===== src/rtl/gact_pkg.sv =====
// ----------------------------------------------------------------------------
// gact_pkg
// Shared types, constants and helpers for the glyph atlas texcoord block.
// ----------------------------------------------------------------------------
`default_nettype none
package gact_pkg;

  localparam int FRAC_BITS = 16;
  localparam int NUM_W     = 25 + FRAC_BITS;
  localparam int SUM_W     = NUM_W + 2;
  localparam int IDX_W     = 16;
  localparam int TEX_W     = 18;
  localparam int ADDR_W    = 5;

  // Cells per divider chain and pipeline positions.
  localparam int S1_CELLS  = IDX_W;
  localparam int S2_CELLS  = IDX_W;
  localparam int MID_POS   = S1_CELLS + S2_CELLS;
  localparam int S3_CELLS  = NUM_W;
  localparam int LAST_POS  = MID_POS + S3_CELLS;
  localparam int SIDE_LEN  = LAST_POS + 1;
  localparam int SHEET_LEN = LAST_POS + 1 - S1_CELLS;

  localparam logic [2:0] REG_PER_SHEET = 3'd0;
  localparam logic [2:0] REG_PER_LINE  = 3'd1;
  localparam logic [2:0] REG_CELL_W    = 3'd2;
  localparam logic [2:0] REG_CELL_H    = 3'd3;
  localparam logic [2:0] REG_SHEET_W   = 3'd4;
  localparam logic [2:0] REG_SHEET_H   = 3'd5;

  localparam logic signed [SUM_W-1:0] TEX_MAX  = SUM_W'(131071);
  localparam logic signed [SUM_W-1:0] TEX_MIN  = -SUM_W'(131072);
  localparam logic signed [SUM_W-1:0] ONE_FIX  = SUM_W'(1) <<< FRAC_BITS;

  typedef struct packed {
    logic        valid;
    logic [NUM_W-1:0] num;
    logic [15:0] rem;
    logic [15:0] den;
  } div_lane_t;

  typedef struct packed {
    logic [15:0] per_sheet;
    logic [7:0]  per_line;
    logic [7:0]  cell_w;
    logic [7:0]  cell_h;
    logic [10:0] sheet_w;
    logic [10:0] sheet_h;
  } cfg_t;

  typedef struct packed {
    logic signed [7:0] bearing;
    logic [7:0]        drawn_width;
    logic [7:0]        advance;
  } side_t;

  function automatic logic signed [TEX_W-1:0] sat_tex(input logic signed [SUM_W-1:0] v);
    logic signed [SUM_W-1:0] c;
    c = v;
    if (c > TEX_MAX) c = TEX_MAX;
    if (c < TEX_MIN) c = TEX_MIN;
    return c[TEX_W-1:0];
  endfunction

endpackage
`default_nettype wire


===== src/rtl/gact_div_cell.sv =====
// ----------------------------------------------------------------------------
// gact_div_cell
// One restoring-division step: shifts in one dividend bit, emits one quotient bit.
// ----------------------------------------------------------------------------
`default_nettype none
module gact_div_cell (
  input  wire logic                clk,
  input  wire logic                rst_n,
  input  wire logic                en,
  input  wire gact_pkg::div_lane_t lane_i,
  output gact_pkg::div_lane_t      lane_o
);
  gact_pkg::div_lane_t lane_r, lane_nxt;
  logic [16:0] rem_s;
  logic [16:0] diff;
  logic        qbit;

  always_comb begin
    rem_s = {lane_i.rem, lane_i.num[gact_pkg::NUM_W-1]};
    diff  = rem_s - {1'b0, lane_i.den};
    qbit  = (rem_s >= {1'b0, lane_i.den});
    lane_nxt       = lane_i;
    lane_nxt.num   = {lane_i.num[gact_pkg::NUM_W-2:0], qbit};
    lane_nxt.rem   = qbit ? diff[15:0] : rem_s[15:0];
  end

  always_ff @(posedge clk) begin
    if (!rst_n) begin
      lane_r.valid <= 1'b0;
    end else if (en) begin
      lane_r.valid <= lane_nxt.valid;
    end
  end

  always_ff @(posedge clk) begin
    if (en) begin
      lane_r.num <= lane_nxt.num;
      lane_r.rem <= lane_nxt.rem;
      lane_r.den <= lane_nxt.den;
    end
  end

  assign lane_o = lane_r;
endmodule
`default_nettype wire


===== config.mk =====
export PLATFORM = sky130hd
export DESIGN_NAME = gact_div_cell
export DESIGN_NICKNAME = d
export VERILOG_FILES = /design/src/rtl/gact_pkg.sv /design/src/rtl/gact_div_cell.sv
export SDC_FILE = /design/constraint.sdc
export NUM_CORES = 1
export LEC_CHECK = 0
export ABC_AREA = 0
export BUFFER_PORTS_ARGS = -buffer_cell sky130_fd_sc_hd__buf_2
export CAP_MARGIN = 20
export CORE_MARGIN = 3
export CORE_UTILIZATION = 51
export DETAILED_ROUTE_END_ITERATION = 10
export GPL_ROUTABILITY_DRIVEN = 1
export PLACE_DENSITY = 0.88
export SLEW_MARGIN = 20
export SYNTH_ARGS = -nofsm -noshare
export SYNTH_HDL_FRONTEND = slang
export SYNTH_SLANG_ARGS = --single-unit

===== constraint.sdc =====
create_clock -name clk -period 6.25 [get_ports clk]
set_input_delay 0.9375 -clock clk [delete_from_list [all_inputs] [get_ports clk]]
set_output_delay 0.9375 -clock clk [all_outputs]
set_load 0.02 [all_outputs]

==> impl_metrics.yaml <==
drt:
  ant_nets: 0
  vias: 2531
  wl_um: 9270
  firstDrtPassIters: 4
  drt_iter0_markers: 145
  routedWlPerCell_um: 19.8
  via_per_inst: 5.42
  drc: 0
floorplanning:
  start_util: 0.532
  die_w_um: 87.9
  num_io_pins: 151
  core_um2: 6420
  die_area_um2: 7720
  chipHeight_um: 87.9
  row_count: 29
timing:
  maxSlewViolCount: 0
  setup_viol: 0
  timing.final.ws_setup_ps: 3190
  max_freq_ghz: 0.327
  setup_tns_ps: 0
  period_share: 0.489
  hold-worst-slack_ps: 521
  rsz0062_at_grt: "false"
  finalCriticalPeriod_ps: 3060
  finClkSkew_ps: 0
  hold_viol_final: 0
  slew_headroom: 0.383
  tightest_slew_ps: 926
power_and_ir_drop:
  power_density_nw_per_um2: 301
  p_leak_uw: 0.00205
  ir_drop_mv: 0.126
yosys:
  syn_inst: 229
  synth.net_count: 323
  syn_area_per_cell_um2: 14.9
  ys_warn_count: 0
  ys_seq_elements: 74
  synth_edf_count: 73
  synthArstFlopShare: 0
  synth_area_um2: 3420
  ys.flop_type: "edfxtp_1"
  synth-seq-area-share: 0.647
  ys_types: 47
worst_setup_path:
  crit_fanout: 11
  critical_path_class: "in -> reg"
  crit_chain: "buf_2 -> inv_1 -> ha_1 -> a21oi_2 -> o21ai_1 -> a221o_1 -> a21boi_4 -> and2_4 -> inv_4 -> mux2_4"
  start_kind: "primary input"
  slowest_delay_ps: 420
  reg2regPathDepth: 2
  cp.arrival_ps: 3140
  required_ps: 6340
  r2r_slack_ps: 5660
  cp_top_family: "compound AO/OA/AOI/OAI gates"
  r2r_start: "lane_o[73]$_SDFFE_PN0P_"
  endpoint_kind: "flop"
  crit_path_top_delay_cell: "a221o_1"
  rr_endpoint: "lane_o[73]$_SDFFE_PN0P_"
  critPathBufInv: 3
status:
  status: "finished, final reports clean"
global_route:
  antenna_found_initial: 0
  first_global_vias: 2456
  overflow: 0
  grt_pass1_wl_um: 13400
  grt_max_degree: 75
  grtUsageTotal: 0.236
clock_network:
  cts.hold.buffers_added: 0
  cts_resized: 0
  cts_tree: "yes"
  clock_latency_ps: 330
  clock_path_buffers: 2
  clk_pin_slew_ps: 80
  numClockSinks: 74
  post-cts-setup-buffers: 0
  clock-root-buffer: "clkbuf_8"
  cts_buffers: 9
  htree_levels: 3
cells_and_area:
  largest_reg_flops: 74
  nets: 479
  areaGrowthSynthToFinish_pct: 30.1
  antennaDiodeCount: 0
  postLayoutCellArea_um2: 4450
  drive_above_1_share: 0.464
placement:
  numPortBuffers: 150
  place_area_um2: 4210
  place.gp.congestion: 0.896
  place_hpwl_um: 6700
  post-place-ws_ps: 2870
min_path:
  hold_depth: 2
  hp-class: "reg -> reg"
  whs_endpoint: "lane_o[73]$_SDFFE_PN0P_"
  hp-start: "lane_o[73]$_SDFFE_PN0P_"
job:
  max_cap_violations: 0
-- through the flow --
stage | util | std cells | power (uW)
4_1_cts | 0.693 | 467 | 1340
2_1_floorplan | - | 229 | 795
3_5_place_dp | 0.655 | 451 | 892
3_3_place_gp | 0.655 | 451 | 882
5_1_grt | 0.693 | 467 | 1390
6_report | 0.693 | 467 | 1340
-- cells in the final DEF (no fill, tap or decap), types with 4 or more instances in the layout --
master and n:
nand2_1 5, ha_1 16, o31ai_1 5, nand3_1 7, clkbuf_8 9, o21a_1 6
xnor2_1 5, buf_2 149, inv_1 19, edfxtp_1 73, xor2_1 4, mux2_4 8
a21o_1 5, o21ai_0 9, nor2_1 12
-- Yosys cell counts (all sizes together), types with 3 or more instances --
master / number / area (um2)
inv: 20 / 77.6
a21oi: 4 / 23.8
nor2: 12 / 45.0
a211o: 3 / 26.3
nand3: 7 / 35.0
a21boi: 4 / 41.3
xnor2: 5 / 43.8
o31ai: 5 / 37.5
ha: 16 / 200
xor2: 4 / 35.0
edfxtp: 73 / 2190
a211oi: 3 / 22.5
buf: 4 / 57.6
and2: 3 / 23.8
o21ai: 10 / 50.0
mux2: 9 / 131
nand2: 5 / 18.8
nor3: 3 / 15.0
a21o: 5 / 37.5
o21a: 6 / 45.0
-- layout make-up --
type,count,area (um2)
clock buffers,10,128
clock inverters,6,113
fillers,448,1970
inverters,20,77.6
multi-input cells,130,1070
flip-flops and latches,74,2210
well taps,77,96.3
repair buffers,150,753
-- worst min-delay path, cell delays in order, from the launching register on --
cell,delay (ps)
dfxtp_1,330
mux2i_1,60
nor2b_1,90
-- logic make-up after synthesis --
group                    Yosys count  synth area share
multiplexers                      11            0.0443
adder cells (fa/ha/maj)           17            0.0644
AO/OA/AOI/OAI                     52             0.118
buffers and inverters             25            0.0406
XOR/XNOR                           9            0.0230
flip-flops                        74             0.647
AND/OR/NAND/NOR                   41            0.0626
-- power by group --
group	switching, uW	internal [uW]	total (uW)
sequential	12.6	601	614
clock	184	268	452
combinational	165	106	271
total	362	975	1340
-- metal layers --
metal / share of wire / wire [um] / global-route usage
met1: 0.35 / 3280 / 0.266
met2: 0.53 / 4880 / 0.426
met3: 0.10 / 925 / 0.0724
met4: 0.020 / 184 / 0.0725
met5: 0 / 0 / 0
-- worst max path at each step --
stage,startpoint,endpoint,depth (start not counted)
4_1_cts,lane_i[8],lane_o[26]$_DFFE_PP_,10
3_3_place_gp,lane_i[8],lane_o[24]$_DFFE_PP_,10
3_5_place_dp,lane_i[8],lane_o[23]$_DFFE_PP_,10
2_1_floorplan,lane_i[12],lane_o[18]$_DFFE_PP_,12
5_1_grt,lane_i[8],lane_o[26]$_DFFE_PP_,10
6_report,lane_i[8],lane_o[26]$_DFFE_PP_,10
(Power assumes the default switching activity.)
