### config.mk
export PLATFORM = sky130hd
export DESIGN_NAME = gact_cfg_regs
export DESIGN_NICKNAME = d
export VERILOG_FILES = /design/src/rtl/gact_pkg.sv /design/src/rtl/gact_cfg_regs.sv
export SDC_FILE = /design/constraint.sdc
export NUM_CORES = 1
export LEC_CHECK = 0
export BUFFER_PORTS_ARGS = -buffer_cell sky130_fd_sc_hd__buf_2
export CELL_PAD_IN_SITES_DETAIL_PLACEMENT = 1
export CELL_PAD_IN_SITES_GLOBAL_PLACEMENT = 1
export CORE_MARGIN = 2
export CORE_UTILIZATION = 30
export DETAILED_ROUTE_END_ITERATION = 6
export HOLD_SLACK_MARGIN = 0.05
export PLACE_DENSITY_LB_ADDON = 0.1
export SLEW_MARGIN = 0
export SYNTH_ARGS = -nofsm -noshare
export SYNTH_HDL_FRONTEND = slang
export SYNTH_SLANG_ARGS = --single-unit
### constraint.sdc
create_clock -name clk -period 2 [get_ports clk]
set_clock_uncertainty 0.1 [all_clocks]
set_input_delay 0.3 -clock clk [delete_from_list [all_inputs] [get_ports clk]]
set_output_delay 0.3 -clock clk [all_outputs]
set_load 0.005 [all_outputs]
### src/rtl/gact_pkg.sv
// ----------------------------------------------------------------------------
// gact_pkg
// Shared types, constants and helpers for the glyph atlas texcoord block.
// ----------------------------------------------------------------------------
`default_nettype none
package gact_pkg;

  localparam int FRAC_BITS = 16;
  localparam int NUM_W     = 25 + FRAC_BITS;
  localparam int SUM_W     = NUM_W + 2;
  localparam int IDX_W     = 16;
  localparam int TEX_W     = 18;
  localparam int ADDR_W    = 5;

  // Cells per divider chain and pipeline positions.
  localparam int S1_CELLS  = IDX_W;
  localparam int S2_CELLS  = IDX_W;
  localparam int MID_POS   = S1_CELLS + S2_CELLS;
  localparam int S3_CELLS  = NUM_W;
  localparam int LAST_POS  = MID_POS + S3_CELLS;
  localparam int SIDE_LEN  = LAST_POS + 1;
  localparam int SHEET_LEN = LAST_POS + 1 - S1_CELLS;

  localparam logic [2:0] REG_PER_SHEET = 3'd0;
  localparam logic [2:0] REG_PER_LINE  = 3'd1;
  localparam logic [2:0] REG_CELL_W    = 3'd2;
  localparam logic [2:0] REG_CELL_H    = 3'd3;
  localparam logic [2:0] REG_SHEET_W   = 3'd4;
  localparam logic [2:0] REG_SHEET_H   = 3'd5;

  localparam logic signed [SUM_W-1:0] TEX_MAX  = SUM_W'(131071);
  localparam logic signed [SUM_W-1:0] TEX_MIN  = -SUM_W'(131072);
  localparam logic signed [SUM_W-1:0] ONE_FIX  = SUM_W'(1) <<< FRAC_BITS;

  typedef struct packed {
    logic        valid;
    logic [NUM_W-1:0] num;
    logic [15:0] rem;
    logic [15:0] den;
  } div_lane_t;

  typedef struct packed {
    logic [15:0] per_sheet;
    logic [7:0]  per_line;
    logic [7:0]  cell_w;
    logic [7:0]  cell_h;
    logic [10:0] sheet_w;
    logic [10:0] sheet_h;
  } cfg_t;

  typedef struct packed {
    logic signed [7:0] bearing;
    logic [7:0]        drawn_width;
    logic [7:0]        advance;
  } side_t;

  function automatic logic signed [TEX_W-1:0] sat_tex(input logic signed [SUM_W-1:0] v);
    logic signed [SUM_W-1:0] c;
    c = v;
    if (c > TEX_MAX) c = TEX_MAX;
    if (c < TEX_MIN) c = TEX_MIN;
    return c[TEX_W-1:0];
  endfunction

endpackage
`default_nettype wire

### src/rtl/gact_cfg_regs.sv
// ----------------------------------------------------------------------------
// gact_cfg_regs
// APB register file for the atlas geometry; zero divisors read as one downstream.
// ----------------------------------------------------------------------------
`default_nettype none
module gact_cfg_regs (
  input  wire logic                        clk,
  input  wire logic                        rst_n,
  input  wire logic                        psel,
  input  wire logic                        penable,
  input  wire logic                        pwrite,
  input  wire logic [gact_pkg::ADDR_W-1:0] paddr,
  input  wire logic [31:0]                 pwdata,
  output logic [31:0]                      prdata,
  output logic                             pready,
  output gact_pkg::cfg_t                   cfg
);
  logic [15:0] per_sheet_r;
  logic [7:0]  per_line_r, cell_w_r, cell_h_r;
  logic [10:0] sheet_w_r, sheet_h_r;
  logic        wr;
  logic [2:0]  sel;

  assign pready = 1'b1;
  assign wr     = psel && penable && pwrite;
  assign sel    = paddr[4:2];

  always_ff @(posedge clk) begin
    if (!rst_n) begin
      per_sheet_r <= 16'd1;
      per_line_r  <= 8'd1;
      cell_w_r    <= 8'd0;
      cell_h_r    <= 8'd0;
      sheet_w_r   <= 11'd256;
      sheet_h_r   <= 11'd256;
    end else if (wr && paddr[1:0] == 2'b00) begin
      unique case (sel)
        gact_pkg::REG_PER_SHEET: per_sheet_r <= pwdata[15:0];
        gact_pkg::REG_PER_LINE:  per_line_r  <= pwdata[7:0];
        gact_pkg::REG_CELL_W:    cell_w_r    <= pwdata[7:0];
        gact_pkg::REG_CELL_H:    cell_h_r    <= pwdata[7:0];
        gact_pkg::REG_SHEET_W:   sheet_w_r   <= pwdata[10:0];
        gact_pkg::REG_SHEET_H:   sheet_h_r   <= pwdata[10:0];
        default: ;
      endcase
    end
  end

  always_comb begin
    unique case (sel)
      gact_pkg::REG_PER_SHEET: prdata = {16'd0, per_sheet_r};
      gact_pkg::REG_PER_LINE:  prdata = {24'd0, per_line_r};
      gact_pkg::REG_CELL_W:    prdata = {24'd0, cell_w_r};
      gact_pkg::REG_CELL_H:    prdata = {24'd0, cell_h_r};
      gact_pkg::REG_SHEET_W:   prdata = {21'd0, sheet_w_r};
      gact_pkg::REG_SHEET_H:   prdata = {21'd0, sheet_h_r};
      default:                 prdata = 32'd0;
    endcase
  end

  always_comb begin
    cfg.per_sheet = (per_sheet_r == 16'd0) ? 16'd1 : per_sheet_r;
    cfg.per_line  = (per_line_r == 8'd0) ? 8'd1 : per_line_r;
    cfg.cell_w    = cell_w_r;
    cfg.cell_h    = cell_h_r;
    cfg.sheet_w   = (sheet_w_r == 11'd0) ? 11'd1 : sheet_w_r;
    cfg.sheet_h   = (sheet_h_r == 11'd0) ? 11'd1 : sheet_h_r;
  end
endmodule
`default_nettype wire

==> results of run 1 <==
-- per-layer routing --
| metal | part of all wire, % | wire [um] |
|---|---|---|
| met1 | 49 | 5230 |
| met4 | 0.99 | 106 |
| met3 | 5.1 | 548 |
| met5 | 0 | 0 |
| met2 | 45 | 4870 |
-- flip-flops by register name, summed over array words and instances, names as in the netlist --
register,flops
cell_w_r,8
sheet_w_r,11
per_sheet_r,16
cell_h_r,8
per_line_r,8
sheet_h_r,11
-- power by group through the flow --
stage | Combinational, mW | Sequential, mW | Clock, mW
2_1_floorplan | 0.133 | 1.27 | 0
3_3_place_gp | 0.199 | 1.27 | 0
3_5_place_dp | 0.201 | 1.27 | 0
4_1_cts | 0.202 | 1.24 | 1.15
5_1_grt | 0.223 | 1.24 | 1.20
6_report | 0.202 | 1.24 | 1.13
-- cells in the mapped netlist --
master    instances  area [um2]
clkbuf_1         56         210
nand3_2           1        10.0
clkinv_1          1        3.75
mux2_2           13         146
nor2b_1           8        50.1
dfxtp_1          62        1240
a221oi_1          1        8.76
buf_4            17         128
a21oi_1           1        5.00
and3_1            1        6.26
nor4_4            1        21.3
and2_1            7        43.8
a31o_2            2        17.5
o21ai_0           5        25.0
mux4_2            2        45.0
nor3b_1           1        7.51
a22oi_1           7        52.6
buf_6             1        11.3
buf_2             8        40.0
and4_1            1        8.76
mux2i_1          68         681
a22o_1            2        17.5
a41o_1            1        10.0
a21o_1            1        7.51
nor4b_2           1        15.0
or3b_4            1        11.3
nand2b_1          2        12.5
nor4_1            8        50.1
or4_4             1        11.3
conb_1            2        7.51
nand4_1           2        12.5
a32oi_1           3        26.3
o32a_1            2        20.0
inv_1             1        3.75
nand2_1          75         282
nor2_1            6        22.5
nor3_1            3        15.0
-- cells by family (layout without fill, tap and decap cells) --
| logic type | after synthesis | after routing | synth area share, % |
|---|---|---|---|
| AO/OA/AOI/OAI | 25 | 25 | 5.79 |
| buffers and inverters | 84 | 141 | 12.1 |
| flip-flops | 62 | 62 | 37.8 |
| multiplexers | 83 | 83 | 26.5 |
| other | 2 | 17 | 0.228 |
| AND/OR/NAND/NOR | 119 | 119 | 17.6 |
-- placed cells by master (no fill, tap or decap), types with 2 or more instances in the layout --
master / synthesis / routed
nor4_1: 8 / 8
buf_12: 0 / 2
a31o_2: 2 / 2
clkbuf_1: 56 / 2
and2_1: 7 / 7
nor2_1: 6 / 6
mux2i_1: 68 / 68
nand2_1: 75 / 75
nand4_1: 2 / 2
nand2b_1: 2 / 2
a22oi_1: 7 / 7
conb_1: 2 / 17
clkbuf_8: 0 / 11
a32oi_1: 3 / 3
buf_2: 8 / 101
mux2_2: 13 / 13
nor2b_1: 8 / 7
nor3_1: 3 / 3
mux4_2: 2 / 2
buf_4: 17 / 20
o32a_1: 2 / 2
a22o_1: 2 / 2
clkbuf_4: 0 / 2
o21ai_0: 5 / 5
dfxtp_1: 62 / 62
-- final cells by class --
| class | count | area (um2) |
|---|---|---|
| repair buffers | 125 | 711 |
| multi-input cells | 244 | 1710 |
| inverters | 2 | 7.51 |
| fillers | 1313 | 6710 |
| clock inverters | 1 | 30.0 |
| clock buffers | 13 | 159 |
| well taps | 140 | 175 |
| flip-flops and latches | 62 | 1240 |
-- what timing repair did --
item | 4_1_cts | 5_1_grt
resized for setup | 0 | 3
endpoints found under the setup margin | 0 | 5
hold buffers | 0 | 0
-- through the flow --
step | area [um2] | total power [mW] | setup WS, ns | std cells
after floorplan | 3340 | 1.40 | 0.216 | 390
final | 4030 | 2.57 | 0.0781 | 587
after global placement | 3830 | 1.47 | 0.0606 | 573
after CTS | 4020 | 2.60 | 0.0447 | 587
after detailed placement | 3830 | 1.47 | 0.0425 | 573
after global routing | 4030 | 2.66 | 0.0237 | 587
-- critical path: cells and delay by family, from the launching register on --
family,cells,cell delay (ns)
multiplexers,1,0.49
AO/OA/AOI/OAI,1,0.21
flip-flops,1,0.36
buffers and inverters,1,0.13
-- worst max-delay path by stage --
stage                end      startpoint
6_report       prdata[7]   per_line_r[7]
4_1_cts        prdata[2]        paddr[3]
3_3_place_gp   prdata[2]        paddr[3]
2_1_floorplan  prdata[2]        paddr[2]
5_1_grt        prdata[7]  per_sheet_r[7]
3_5_place_dp   prdata[2]        paddr[3]
==> flow_metrics.tcl, run 1 <==
set metrics [dict create \
    outcome "complete, no violations" \
    maxCapViolCount 0 \
    postCtsSetupBuffers 0 \
    setup_viol 0 \
    hold_class "in2reg" \
    antenna_found_initial 0 \
    timing.rr.end "sheet_h_r[5]" \
    ys_seq_area_share_pct 37.8 \
    io-pin-count 137 \
    cts-buffers-inserted 9 \
    grt_start_max_net_pins 29 \
    hold_ws_ns 0.0961 \
    arrival_ns 1.52 \
    wl_per_cell_um 18.3 \
    grt_busiest_layer "met2" \
    fin_setup_tns_ns 0 \
    vias_per_cell 4.79 \
    clockRootBuffer "clkbuf_8" \
    criticalPathCategory "reg2out" \
    fmax_mhz 520 \
    area_growth_pct 22.6 \
    drive_above_1_share_pct 35.8 \
    combPwrFrac_pct 7.9 \
    gp_congestion 0.828 \
    drc_errors 0 \
    antenna_left 0 \
    postSynthCellCount 375 \
    irDropWorstVdd_mv 0.245 \
    clk_pin_slew_ns 0.07 \
    holdPathStages 3 \
    port_buffers 103 \
    r2r_cells 2 \
    max_stage_delay_ns 0.49 \
    ys_seq_elements 62 \
    ys_warn_count 0 \
    internal_power_mw 1.94 \
    gr-usage-all-layers_pct 18.5 \
    antenna_cells 0 \
    clockBufferDepth 2 \
    cts_sinks 62 \
    core_um2 10700 \
    netlist_area_um2 3290 \
    syn_avg_cell_area_um2 8.77 \
    grt_pass1_wl_mm 16.1 \
    grtUsageMet2_pct 28.9 \
    p_sw_share_pct 24.3 \
    path_max_fanout 4 \
    ys_types 37 \
    hold_viol 0 \
    worstPathCellList "mux4_2 > a22o_1 > buf_2" \
    reg2reg_slack_ns 1.20 \
    end_kind "output pin" \
    holdPathEnd "per_sheet_r[14]" \
    h-tree-depth 3 \
    routed_wirelength_mm 10.8 \
    dp_hpwl_mm 8.28 \
    p_per_area_nw_per_um2 637 \
    final_nets 486 \
    min_from "pwdata[14]" \
    period_share_pct 96.1 \
    die-area_um2 11800 \
    power.leakage_nw 2.07 \
    grt_overflow_total 0 \
    vias 2810 \
    drtIter0Drc 82 \
    die_width_um 109 \
    first_global_vias 2783 \
    rows 38 \
    seqPwrFrac_pct 48.3 \
    r2r_start "sheet_h_r[5]" \
    met1_usage_pct 26.1 \
    cp.required_ns 1.60 \
    die_y_um 109 \
    slew_violations 0 \
    postLayoutCoreUtil_pct 37.5 \
    start_kind "flop" \
    p_switching_mw 0.625 \
    met3_usage_pct 4.00 \
    clkLatencyLatePin_ns 0.34 \
    clkPwrFrac_pct 43.9 \
    grt_setup_unrepaired "no" \
    slowest_stage "mux4_2" \
    dr.pass1.iters 6 \
    cts_tree "built" \
    start_util_pct 30.6 \
    period_needed_ns 1.92 \
]
(Power assumes the default switching activity.)
==> inputs of run 2 (changes only) <==
--- a/config.mk
+++ b/config.mk
@@ -5,6 +5,7 @@
 export SDC_FILE = /design/constraint.sdc
 export NUM_CORES = 1
 export LEC_CHECK = 0
+export ABC_AREA = 1
 export BUFFER_PORTS_ARGS = -buffer_cell sky130_fd_sc_hd__buf_2
 export CELL_PAD_IN_SITES_DETAIL_PLACEMENT = 1
 export CELL_PAD_IN_SITES_GLOBAL_PLACEMENT = 1
==> run 2 against run 1 <==
Total power is 19% higher. Highest routed layer unchanged. Maximum frequency rose by 4.1%. Critical endpoint is now prdata[0]. Clock-buffer cell count down 2. Clock power is 36% higher. Worst setup slack gained 0.076 ns. Synthesized area rose by 13%. Synthesized cell count increased by 61%.
==> flow_metrics.tcl, run 2 <==
set metrics [dict create \
    fmax_mhz 542 \
    synth-xor-area-share_pct 0 \
    vias_per_cell 4.68 \
    die_width_um 115 \
    ctsResizeCount 0 \
    outcome "complete, no violations" \
    max_stage_delay_ns 0.21 \
    drtIter0Drc 180 \
    postLayoutCoreUtil_pct 36.8 \
    cp.required_ns 1.60 \
    antenna_found_initial 0 \
    ys_seq_elements 62 \
    fin_ws_ns 0.154 \
    synth_area_leaders "dfxtp_1 33%, nand2_1 11%, nand3_1 11%" \
    synth_flop_cell "dfxtp_1" \
    maxCapViolCount 0 \
    final_nets 692 \
    r2r_start "sheet_h_r[7]" \
    top_register "per_sheet_r" \
    layout_commonest_cell "nand2_1" \
    synth-compound-area-share_pct 9.21 \
    grt_start_max_net_pins 74 \
    ys_seq_area_share_pct 33.4 \
    start_util_pct 30.9 \
    period_needed_ns 1.85 \
    top_regs "per_sheet_r x16, sheet_h_r x11, sheet_w_r x11" \
    largest_reg_flops 16 \
    cts-buffers-inserted 9 \
    ys_types 24 \
    path_max_fanout 24 \
    die_y_um 115 \
    h-tree-depth 3 \
    p_sw_share_pct 25.3 \
    p_switching_mw 0.771 \
    end_kind "output pin" \
    cts_tree "built" \
    crit_family "buffers and inverters" \
    drc_errors 0 \
    synth-simple-area-share_pct 38.0 \
    clkLatencyLatePin_ns 0.34 \
    postCtsHoldBufs 0 \
    holdPathStages 3 \
    area_growth_pct 19.3 \
    grt_pass1_wl_mm 19.8 \
    irDropWorstVdd_mv 0.346 \
    synth.area.mux_share_pct 0 \
    hold_class "in2reg" \
    gp_congestion 0.805 \
    antenna_cells 0 \
    grt_overflow_total 0 \
    p_per_area_nw_per_um2 686 \
    drive_above_1_share_pct 22.4 \
    rows 40 \
    clockBufferDepth 2 \
    arrival_ns 1.45 \
    power.leakage_nw 2.17 \
    gr-usage-all-layers_pct 19.7 \
    place_ws_ns 0.166 \
    yosysMostFrequentCell "nand2_1" \
    dp_hpwl_mm 9.22 \
    hold_ws_ns 0.155 \
    ys_top_cells_by_count "114 x nand2_1, 98 x nor2_1, 80 x nand3_1" \
    r2r_cells 2 \
    fin_setup_tns_ns 0 \
    dr.pass1.iters 4 \
    ys_warn_count 0 \
    slew_violations 0 \
    ys_async_sr_fraction_pct 0 \
    clk_pin_slew_ns 0.06 \
    first_global_vias 3631 \
    clkPwrFrac_pct 50.5 \
    combPwrFrac_pct 8.6 \
    synth.largest_area_cell "dfxtp_1" \
    cpMostUsedCell "nand2_1" \
    worstPathCellList "buf_2 > inv_2 > nand2_2 > nor2_4 > buf_12 > nand2_1 > nand2_1 > nor2_1 > nand2_1 > buf_2" \
    synth_edf_count 0 \
    syn_avg_cell_area_um2 6.18 \
    synth_top_area_share_pct 33.4 \
    timing.rr.end "sheet_h_r[7]" \
    hold_viol 0 \
    criticalPathCategory "in2out" \
    grt_setup_unrepaired "no" \
    cp_num_cells 10 \
    clockRootBuffer "clkbuf_16" \
    io-pin-count 137 \
    postCtsSetupBuffers 0 \
    cts_sinks 62 \
    vias 3848 \
    holdPathEnd "per_sheet_r[0]" \
    synthAdderAreaFrac_pct 0 \
    die-area_um2 13300 \
    period_share_pct 92.3 \
    core_um2 12100 \
    antenna_left 0 \
    wl_per_cell_um 15.7 \
    start_kind "input pin" \
    postSynthCellCount 602 \
    final_cell_mix "114 x nand2_1, 103 x buf_2, 98 x nor2_1, 80 x nand3_1, 62 x dfxtp_1" \
    slowest_stage "buf_2" \
    crit_buf_inv 4 \
    reg2reg_slack_ns 1.24 \
    port_buffers 103 \
    netlist_area_um2 3720 \
    seqPwrFrac_pct 40.9 \
    synth_top_family_by_area "simple AND/OR/NAND/NOR gates" \
    min_from "pwdata[0]" \
    routed_wirelength_mm 12.9 \
    setup_viol 0 \
    internal_power_mw 2.27 \
]
run 2: changes by cell type after synthesis, sizes merged, moves of 8 or more:
cell | before | now
nand4 | 2 | 13
inv | 1 | 53
nor2 | 6 | 105
nand3 | 1 | 81
mux2i | 68 | 0
nor2b | 8 | 0
a21oi | 1 | 58
mux2 | 13 | 0
nor4 | 9 | 0
nand2 | 75 | 117
buf | 26 | 44
run 2: cell families (layout without fill, tap and decap cells):
kind of cell	count (synthesis)	after routing
AO/OA/AOI/OAI	67	67
flip-flops	62	62
AND/OR/NAND/NOR	322	322
buffers and inverters	149	187
other	2	17
run 2: worst min-delay path: stages:
cell and delay, ns:
buf_2 0.12, nand3_1 0.08, nand3_1 0.07
run 2: power by group through the flow:
stage,logic [mW],registers [mW],clock network (mW)
finish,0.262,1.25,1.54
global route,0.293,1.25,1.62
CTS,0.266,1.25,1.57
detailed placement,0.265,1.27,0
global placement,0.259,1.27,0
floorplan,0.195,1.27,0
run 2: metal layers:
metal	up-vias	share of wire (%)	track usage (%)
met5	-	0	0
met4	0	1.9	7.79
met3	14	3.7	3.37
met2	77	46	31.2
met1	1821	48	26.7
li1	1936	-	-
run 2: cell type report:
| type | count | area (um2) |
|---|---|---|
| Inverter | 53 | 199 |
| Tap cell | 168 | 210 |
| Clock inverter | 5 | 50.0 |
| Timing Repair Buffer | 118 | 678 |
| Multi-Input combinational cell | 406 | 1830 |
| Fill cell | 1609 | 7620 |
| Clock buffer | 11 | 233 |
| Sequential cell | 62 | 1240 |
run 2: worst max-delay path by stage:
stage,from,to,slack (ns)
6_report,paddr[4],prdata[0],0.15
5_1_grt,paddr[4],prdata[0],0.07
4_1_cts,paddr[4],prdata[3],0.16
3_5_place_dp,paddr[4],prdata[3],0.17
3_3_place_gp,paddr[4],prdata[0],0.20
2_1_floorplan,paddr[2],prdata[8],0.53
run 2: through the flow:
step                instances  cell area, um2  power (mW)
CTS                       823            4440        3.08
floorplan                 617            3780        1.47
global placement          807            4160        1.53
finish                    823            4440        3.05
detailed placement        807            4160        1.54
global route              823            4440        3.16
==> inputs of run 3 (changes only) <==
--- a/config.mk
+++ b/config.mk
@@ -10,7 +10,7 @@
 export CELL_PAD_IN_SITES_DETAIL_PLACEMENT = 1
 export CELL_PAD_IN_SITES_GLOBAL_PLACEMENT = 1
 export CORE_MARGIN = 2
-export CORE_UTILIZATION = 30
+export CORE_UTILIZATION = 33
 export DETAILED_ROUTE_END_ITERATION = 6
 export HOLD_SLACK_MARGIN = 0.05
 export PLACE_DENSITY_LB_ADDON = 0.1
==> run 3 against run 2 <==
Sequential power is essentially flat. Clock power grew 4%. Highest routed layer unchanged. Critical path depth shrank 5. Utilization grew 3.6 points. Worst setup slack gained 0.078 ns. Register-to-register slack lost 0.02 ns. Sequential cell count is the same. Combinational power is essentially flat.
==> flow_metrics.tcl, run 3 (synthesized netlist as in run 2, its figures left out) <==
set metrics [dict create \
    start_kind "flop" \
    end_kind "output pin" \
    cts_tree "built" \
    die-area_um2 12100 \
    core_um2 10900 \
    cp.required_ns 1.60 \
    gr-usage-all-layers_pct 21.0 \
    vias_per_cell 4.84 \
    drive_above_1_share_pct 22.7 \
    setup_viol 0 \
    clockRootBuffer "clkbuf_16" \
    hold_class "in2reg" \
    drc_errors 0 \
    irDropWorstVdd_mv 0.293 \
    dp_hpwl_mm 8.88 \
    gp_congestion 0.810 \
    crit_buf_inv 2 \
    antenna_found_initial 0 \
    cp-startpoint "sheet_h_r[1]" \
    hold_viol 0 \
    cp_num_cells 5 \
    arrival_ns 1.37 \
    antenna_cells 0 \
    clk_pin_slew_ns 0.05 \
    first_global_vias 3743 \
    routed_wirelength_mm 12.5 \
    start_util_pct 34.0 \
    largest_reg_flops 16 \
    slowest_stage "dfxtp_1" \
    clkLatencyLatePin_ns 0.33 \
    port_buffers 103 \
    worstPathCellList "inv_1 > o21ai_0 > nor2_1 > nand2_1 > buf_2" \
    io-pin-count 137 \
    fin_setup_tns_ns 0 \
    p_per_area_nw_per_um2 703 \
    hold_ws_ns 0.169 \
    fin_ws_ns 0.232 \
    die_width_um 110 \
    period_needed_ns 1.77 \
    max_stage_delay_ns 0.36 \
    dr.pass1.iters 4 \
    place_area_um2 4120 \
    timing.rr.end "sheet_h_r[7]" \
    die_y_um 110 \
    postCtsSetupBuffers 0 \
    ctsResizeCount 0 \
    crit_path_end "prdata[1]" \
    power.leakage_nw 2.18 \
    fmax_mhz 566 \
    reg2reg_slack_ns 1.22 \
    antenna_left 0 \
    h-tree-depth 3 \
    grt_overflow_total 0 \
    fin_area_um2 4420 \
    postCtsHoldBufs 0 \
    rows 38 \
    grt_pass1_wl_mm 19.3 \
    outcome "complete, no violations" \
    r2r_start "sheet_h_r[7]" \
    maxCapViolCount 0 \
    top_register "per_sheet_r" \
    cts-buffers-inserted 9 \
    criticalPathCategory "reg2out" \
    grt_start_max_net_pins 71 \
    cts_sinks 62 \
    slew_violations 0 \
    vias 3851 \
    final_nets 693 \
    dp_cells 780 \
    place_ws_ns 0.216 \
    area_growth_pct 18.7 \
    period_share_pct 88.4 \
    crit_family "flip-flops" \
    wl_per_cell_um 15.7 \
    drtIter0Drc 220 \
    top_regs "per_sheet_r x16, sheet_h_r x11, sheet_w_r x11" \
    r2r_cells 2 \
    final_cells 796 \
    layout_commonest_cell "nand2_1" \
    final_cell_mix "114 x nand2_1, 103 x buf_2, 98 x nor2_1, 80 x nand3_1, 62 x dfxtp_1" \
    grt_setup_unrepaired "no" \
    path_max_fanout 3 \
    clockBufferDepth 2 \
]
run 3: changes by cell type in the layout (fill, tap and decap cells not counted):
cell      change
clkbuf_1      -1
clkinv_2      -1
buf_4         +2
buf_12        -1
clkbuf_8      +2
run 3: metal layers:
layer / up-vias / track usage, % / share of wire [%]
met5: - / 0 / 0
met4: 0 / 5.98 / 1.4
met3: 15 / 4.53 / 4.5
met2: 84 / 33.7 / 46
met1: 1820 / 28.4 / 48
li1: 1932 / - / -
run 3: worst min path at each step:
stage	startpoint	cells after the start	slack [ns]	endpoint
global route	pwdata[0]	3	0.18	per_line_r[0]
finish	pwdata[0]	3	0.17	per_sheet_r[0]
CTS	pwdata[0]	3	0.16	per_sheet_r[0]
global placement	per_sheet_r[0]	2	0.37	per_sheet_r[0]
detailed placement	per_sheet_r[0]	2	0.39	per_sheet_r[0]
floorplan	per_line_r[0]	2	0.34	per_line_r[0]
run 3: through the flow:
step	total power [mW]	utilization (%)
final	3.10	40.4
after global placement	1.53	37.6
after detailed placement	1.53	37.6
after CTS	3.14	40.4
after global routing	3.22	40.4
after floorplan	1.47	-
run 3: final cells by class:
class                   count  area, um2
flip-flops and latches     62       1240
fillers                  1498       6520
well taps                 140        175
clock buffers              12        256
clock inverters             4       45.0
multi-input cells         406       1830
inverters                  53        199
repair buffers            119        673
run 3: where the power goes:
part | switching [mW] | internal [mW] | total (mW)
sequential | 0.00505 | 1.24 | 1.25
combinational | 0.182 | 0.0774 | 0.259
clock | 0.573 | 1.03 | 1.60
total | 0.760 | 2.34 | 3.10
run 3: worst min-delay path, stage by stage:
cell	delay (ns)
buf_2	0.12
nand3_1	0.08
nand3_1	0.07
